<file path="src/hdl/stack_machine_execute_unit_defines.svh">
// Assertion macros for the stack machine execute unit.
`ifndef STACK_MACHINE_EXECUTE_UNIT_DEFINES_SVH
`define STACK_MACHINE_EXECUTE_UNIT_DEFINES_SVH
`ifndef SYNTHESIS
`define SMX_ASSERT_IMPL(label, clk, rst_n, prop, msg) \
    label: assert property (@(posedge clk) disable iff (!rst_n) prop) else $error(msg);
`define SMX_ASSERT_NEXT(label, clk, rst_n, cond, result, msg) \
    label: assert property (@(posedge clk) disable iff (!rst_n) (cond) |=> (result)) \
        else $error(msg);
`else
`define SMX_ASSERT_IMPL(label, clk, rst_n, prop, msg)
`define SMX_ASSERT_NEXT(label, clk, rst_n, cond, result, msg)
`endif
`endif

</file>
<file path="src/hdl/smx_pkg.sv">
//------------------------------------------------------------------------------
// smx_pkg
// Shared types and constants of the stack machine execute unit.
//------------------------------------------------------------------------------
`timescale 1ns / 1ps
package smx_pkg;
    localparam int DEF_STACK_DEPTH      = 256;
    localparam int DEF_MAX_FRAMES       = 16;
    localparam int DEF_LOCALS_PER_FRAME = 16;
    localparam int DEF_CODE_ADDR_BITS   = 16;

    localparam logic [4:0] OP_PUSH  = 5'd0;
    localparam logic [4:0] OP_ADD   = 5'd1;
    localparam logic [4:0] OP_SUB   = 5'd2;
    localparam logic [4:0] OP_MUL   = 5'd3;
    localparam logic [4:0] OP_JMP   = 5'd4;
    localparam logic [4:0] OP_JZ    = 5'd5;
    localparam logic [4:0] OP_JNZ   = 5'd6;
    localparam logic [4:0] OP_JEQ   = 5'd7;
    localparam logic [4:0] OP_JGE   = 5'd12;
    localparam logic [4:0] OP_CEQ   = 5'd13;
    localparam logic [4:0] OP_CGE   = 5'd18;
    localparam logic [4:0] OP_CALL  = 5'd19;
    localparam logic [4:0] OP_STLOC = 5'd20;
    localparam logic [4:0] OP_LOAD  = 5'd21;
    localparam logic [4:0] OP_RET   = 5'd22;
    localparam logic [4:0] OP_EMIT  = 5'd23;
    localparam logic [4:0] OP_HALT  = 5'd24;

    localparam logic [2:0] ST_OK        = 3'd0;
    localparam logic [2:0] ST_UNDERFLOW = 3'd1;
    localparam logic [2:0] ST_OVERFLOW  = 3'd2;
    localparam logic [2:0] ST_TOO_DEEP  = 3'd3;
    localparam logic [2:0] ST_NO_FRAME  = 3'd4;
    localparam logic [2:0] ST_BAD_LOCAL = 3'd5;

    // Result transaction fields.
    typedef struct packed {
        logic [2:0]  status;
        logic        halted;
        logic [31:0] print_value;
        logic        print_valid;
        logic [31:0] top_before;
        logic [15:0] next_ip;
    } smx_result_t;

    // cond: 0 eq,1 ne,2 lt,3 gt,4 le,5 ge on (l OP r), signed.
    function automatic logic smx_cond(input logic [2:0] sel, input logic [31:0] l,
                                      input logic [31:0] r);
        logic lt;
        logic eq;
        lt = $signed(l) < $signed(r);
        eq = l == r;
        case (sel)
            3'd0:    smx_cond = eq;
            3'd1:    smx_cond = !eq;
            3'd2:    smx_cond = lt;
            3'd3:    smx_cond = !lt && !eq;
            3'd4:    smx_cond = lt || eq;
            default: smx_cond = !lt;
        endcase
    endfunction
endpackage

</file>
<file path="src/hdl/smx_out_skid.sv">
//------------------------------------------------------------------------------
// smx_out_skid
// Two-entry output buffer that decouples the execute stage from the receiver.
//------------------------------------------------------------------------------
`timescale 1ns / 1ps
module smx_out_skid
(
    input  logic                 clk,
    input  logic                 rst_n,
    input  logic                 in_valid,
    input  smx_pkg::smx_result_t in_data,
    output logic                 space,
    output logic                 out_valid,
    input  logic                 out_ready,
    output smx_pkg::smx_result_t out_data
);
    import smx_pkg::*;

    smx_result_t buf_reg [2];
    logic        wp_reg, wp_next, rp_reg, rp_next;
    logic [1:0]  cnt_reg, cnt_next;
    logic        pop;

    assign pop       = out_valid && out_ready;
    assign out_valid = cnt_reg != 2'd0;
    assign out_data  = buf_reg[rp_reg];
    // Space comes from the count alone, so the receiver's ready never reaches
    // the input ready combinationally.
    assign space     = cnt_reg != 2'd2;

    always_comb
    begin
        wp_next  = wp_reg ^ in_valid;
        rp_next  = rp_reg ^ pop;
        cnt_next = cnt_reg + {1'b0, in_valid} - {1'b0, pop};
    end

    always_ff @(posedge clk or negedge rst_n)
    begin
        if (!rst_n)
        begin
            wp_reg  <= 1'b0;
            rp_reg  <= 1'b0;
            cnt_reg <= 2'd0;
        end
        else
        begin
            wp_reg  <= wp_next;
            rp_reg  <= rp_next;
            cnt_reg <= cnt_next;
        end
    end

    always_ff @(posedge clk)
    begin
        if (in_valid)
        begin
            buf_reg[wp_reg] <= in_data;
        end
    end
endmodule
</file>
<file path="config.mk">
export PLATFORM = sky130hd
export DESIGN_NAME = smx_out_skid
export DESIGN_NICKNAME = d
export VERILOG_FILES = /design/src/hdl/stack_machine_execute_unit_defines.svh /design/src/hdl/smx_pkg.sv /design/src/hdl/smx_out_skid.sv
export SDC_FILE = /design/constraint.sdc
export NUM_CORES = 1
export LEC_CHECK = 0
export ABC_AREA = 1
export BUFFER_PORTS_ARGS = -buffer_cell sky130_fd_sc_hd__buf_4
export CAP_MARGIN = 30
export CORE_MARGIN = 2
export CORE_UTILIZATION = 56
export CTS_CLUSTER_DIAMETER = 100
export DETAILED_ROUTE_END_ITERATION = 8
export PLACE_DENSITY = 0.83
export REMOVE_ABC_BUFFERS = 1
export SKIP_LAST_GASP = 1
export SLEW_MARGIN = 5
export SYNTH_ARGS = -nofsm -noshare
export SYNTH_HDL_FRONTEND = slang
export SYNTH_SLANG_ARGS = --single-unit
</file>
<file path="constraint.sdc">
create_clock -name clk -period 6.12 [get_ports clk]
set_input_delay 0.918 -clock clk [delete_from_list [all_inputs] [get_ports clk]]
set_output_delay 0.918 -clock clk [all_outputs]
set_load 0.01 [all_outputs]
</file>
# After elaboration in Yosys (flattened, before gate mapping)
# Memories as Yosys holds them, arrays and structs flattened.
# Index checks and enable logic that the tools add are counted.
[classes]
n_bitwise = 2
reduce_logical = 2
n_addsub = 2
n_eq_ne = 1
n_mux = 2
[ops]
columns = ["cell", "n"]
rows = [
  ["2-bit by 1-bit adder with 2-bit output", 1],
  ["1-bit 2-to-1 mux", 2],
  ["2-bit inequality test (second input constant)", 1],
  ["2-bit nonzero test", 1],
  ["2-bit by 1-bit subtractor with 2-bit output", 1],
  ["1-bit XOR", 2],
  ["1-bit logical AND", 1],
]
[word_totals]
wordCells = 13
ram_bits = 170
mem_count = 1
regBits = 4
[memory_table]
columns = ["name", "depth", "width", "rd", "rd_clocked_by_memory_dff", "write_ports", "line_no", "rtl"]
rows = [
  ["buf_reg", 2, 85, 1, 0, 1, "smx_out_skid.sv:19", "smx_result_t buf_reg [2];"],
]

# Depth between registers and ports, before layout
[logic_depth]
ltp_word = 3
mapped_depth = 10

# Least setup slack after synthesis
# Ideal clock, no wire load.
[synth_path]
path_kind = "input port to flip-flop"
start = "in in_valid"
end = "mem buf_reg[0][0] (netlist name), enable pin"
setup_time_ps = 453
path_buffers = 0
path_stages = 1
path_slack_ps = 2720
t_arrival_ps = 2946
required_time_ps = 5667
cell_sequence = "ha_1"
[synth_via]
elab_chain_cells = 2
[synth_rtl]
columns = ["element", "line_no", "rtl"]
rows = [
  ["start, declared", "smx_out_skid.sv:10", "input logic in_valid,"],
  ["1-bit 2-to-1 mux", "smx_out_skid.sv:56", "if (in_valid)"],
  ["1-bit 2-to-1 mux (implied by the code)", "smx_out_skid.sv:58", "buf_reg[wp_reg] <= in_data;"],
  ["end, declared", "smx_out_skid.sv:19", ""],
]
# No other way between the ends.

==> results.json <==
{
  "antenna_cells": 0,
  "cts_resized": 0,
  "first_pass_iters": 4,
  "hold_viol_final": 0,
  "die_area_um2": 12400,
  "cts_buffer_depth": 2,
  "mostFrequentLayoutCell": "nand2_1",
  "instances_no_fill": 804,
  "worst_setup_path_end_kind": "primary output",
  "synth.largest_area_cell": "edfxtp_1",
  "vdd_drop_max_uv": 303,
  "grt_pass1_wl_um": 19200,
  "finalCritPeriodShare": 0.515,
  "cp_max_fo": 44,
  "postCtsSetupBuffers": 0,
  "grt_max_degree": 87,
  "grt_overflow_total": 0,
  "relSlewSlack": 0.399,
  "place_hpwl_um": 7840,
  "layout_setup_ws_ns": 2.97,
  "dpl.cell_count": 776,
  "dpl_cell_area_um2": 7880,
  "clock-sinks": 174,
  "drive_above_1_share": 0.315,
  "status": "complete, no violations",
  "grt_use_total": 0.201,
  "wl_per_cell_um": 15.3,
  "port_buffers": 175,
  "yosysSeqAreaShare": 0.809,
  "setup_viol": 0,
  "place_ws_ns": 3.37,
  "ys_ff_latch": 174,
  "io-pin-count": 176,
  "drt_iter0_drc": 213,
  "synthDistinctLibCells": 10,
  "cts.htree.levels": 4,
  "gp_congestion": 0.750,
  "synth_warnings": 0,
  "slew_viol_final": 0,
  "final_cell_mix": "265 x nand2_1, 177 x buf_4, 170 x edfxtp_1",
  "routed_wirelength_um": 12300,
  "dr_total_vias": 3971,
  "cts_tree": "built",
  "n_fill_cell": 725,
  "cts_buffers": 17,
  "antenna_found_initial": 0,
  "min_period_ns": 3.15,
  "worst_pin_slew_ns": 0.901,
  "drc": 0,
  "nNetsFinal": 745,
  "min_path_type": "in -> async",
  "synth_cells": 473,
  "leakage_nw": 3.64,
  "fmax_ghz": 0.317,
  "clk_latency_ns": 0.41,
  "syn_avg_cell_area_um2": 13.6,
  "drv_cap": 0,
  "dieHeight_um": 111,
  "ant_nets": 0,
  "clock_tree.root_cell": "clkbuf_16",
  "stdcell_area_um2": 8440,
  "via_per_inst": 4.94,
  "path_class": "reg -> out",
  "grt_use_met1": 0.242,
  "die_w_um": 111,
  "grt_pass1_vias": 4049,
  "use_met3": 0.0738,
  "largest_register_ffs": 170,
  "fin_skew_ns": 0.00425,
  "rsz0062_at_grt": "false",
  "syn_area_um2": 6430,
  "cp.required_ns": 5.20,
  "start_kind": "register",
  "core_area_um2": 11300,
  "syn2layout_area_growth_pct": 31.2,
  "setup_tns_ns": 0,
  "synth_top_area_share": 0.794,
  "met2_usage": 0.333,
  "power-per-cell-area_nw_per_um2": 474,
  "clkTransAtPathRegs_ns": 0.06,
  "rows": 39,
  "yosys-top-cells-area": "edfxtp_1 79%, nand2_1 15%, dfrtp_1 1.6%, buf_6 0.88%, ha_1 0.78%",
  "initial_core_util": 0.568,
  "grt_most_used_layer": "met2",
  "hold_buffers": 0,
  "cp_data_arrival_time_ns": 2.24
}
stage by stage:
stage	utilization	power, mW	hold WS [ns]
2_1_floorplan	-	2.33	0.546
5_1_grt	0.745	4.22	0.273
4_1_cts	0.745	4.04	0.282
3_5_place_dp	0.696	3.02	0.617
3_3_place_gp	0.691	2.96	0.565
6_report	0.745	4.00	0.296
final cells by class:
type | instances | area, um2 | share of cell area
Clock buffer | 20 | 437 | 0.0517
Clock inverter | 8 | 120 | 0.0142
Sequential cell | 174 | 5210 | 0.617
Multi-Input combinational cell | 271 | 1080 | 0.128
Inverter | 9 | 33.8 | 0.00400
Tap cell | 143 | 179 | 0.0212
Timing Repair Buffer | 179 | 1380 | 0.164
worst paths after layout:
check,start,to,slack (ns),cells past startpoint
min in group clk,cnt_reg[1]$_DFF_PN0_,cnt_reg[1]$_DFF_PN0_,0.63,3
setup / recovery,rp_reg$_DFF_PN0_,out_data[54],2.97,5
hold / removal,rst_n,cnt_reg[0]$_DFF_PN0_,0.30,1
max in group asynchronous,rst_n,rp_reg$_DFF_PN0_,5.71,1
setup reg to reg,rp_reg$_DFF_PN0_,rp_reg$_DFF_PN0_,4.34,4
hold reg to reg,cnt_reg[1]$_DFF_PN0_,cnt_reg[1]$_DFF_PN0_,0.63,3
logic make-up after synthesis:
| family | after synthesis | share of synthesized area |
|---|---|---|
| simple gates | 267 | 0.156 |
| flops | 174 | 0.809 |
| fa+ha+maj | 4 | 0.00778 |
| buf+inv | 28 | 0.0268 |
synth_stat cells, drive strengths merged:
master and n:
inv 9, dfrtp 4, nand3 2, nand2 265
edfxtp 170, buf 19, ha 4
worst max-delay path: stages, from the launching register on:
cell	delay, ns
dfrtp_2	0.40
inv_2	0.51
buf_4	0.54
nand2_1	0.11
nand2_1	0.10
buf_4	0.12
routing by layer:
| layer | vias to the layer above | wire length [um] |
|---|---|---|
| met5 | - | 0 |
| met4 | 0 | 229 |
| met3 | 22 | 930 |
| met2 | 136 | 6340 |
| met1 | 1870 | 4830 |
| li1 | 1943 | - |
power breakdown:
group	total [mW]	internal, mW	switching, mW
sequential	1.64	1.58	0.0552
combinational	1.34	0.555	0.788
clock	1.02	0.630	0.393
total	4.00	2.77	1.24
Power figures use the tool's default switching activity.
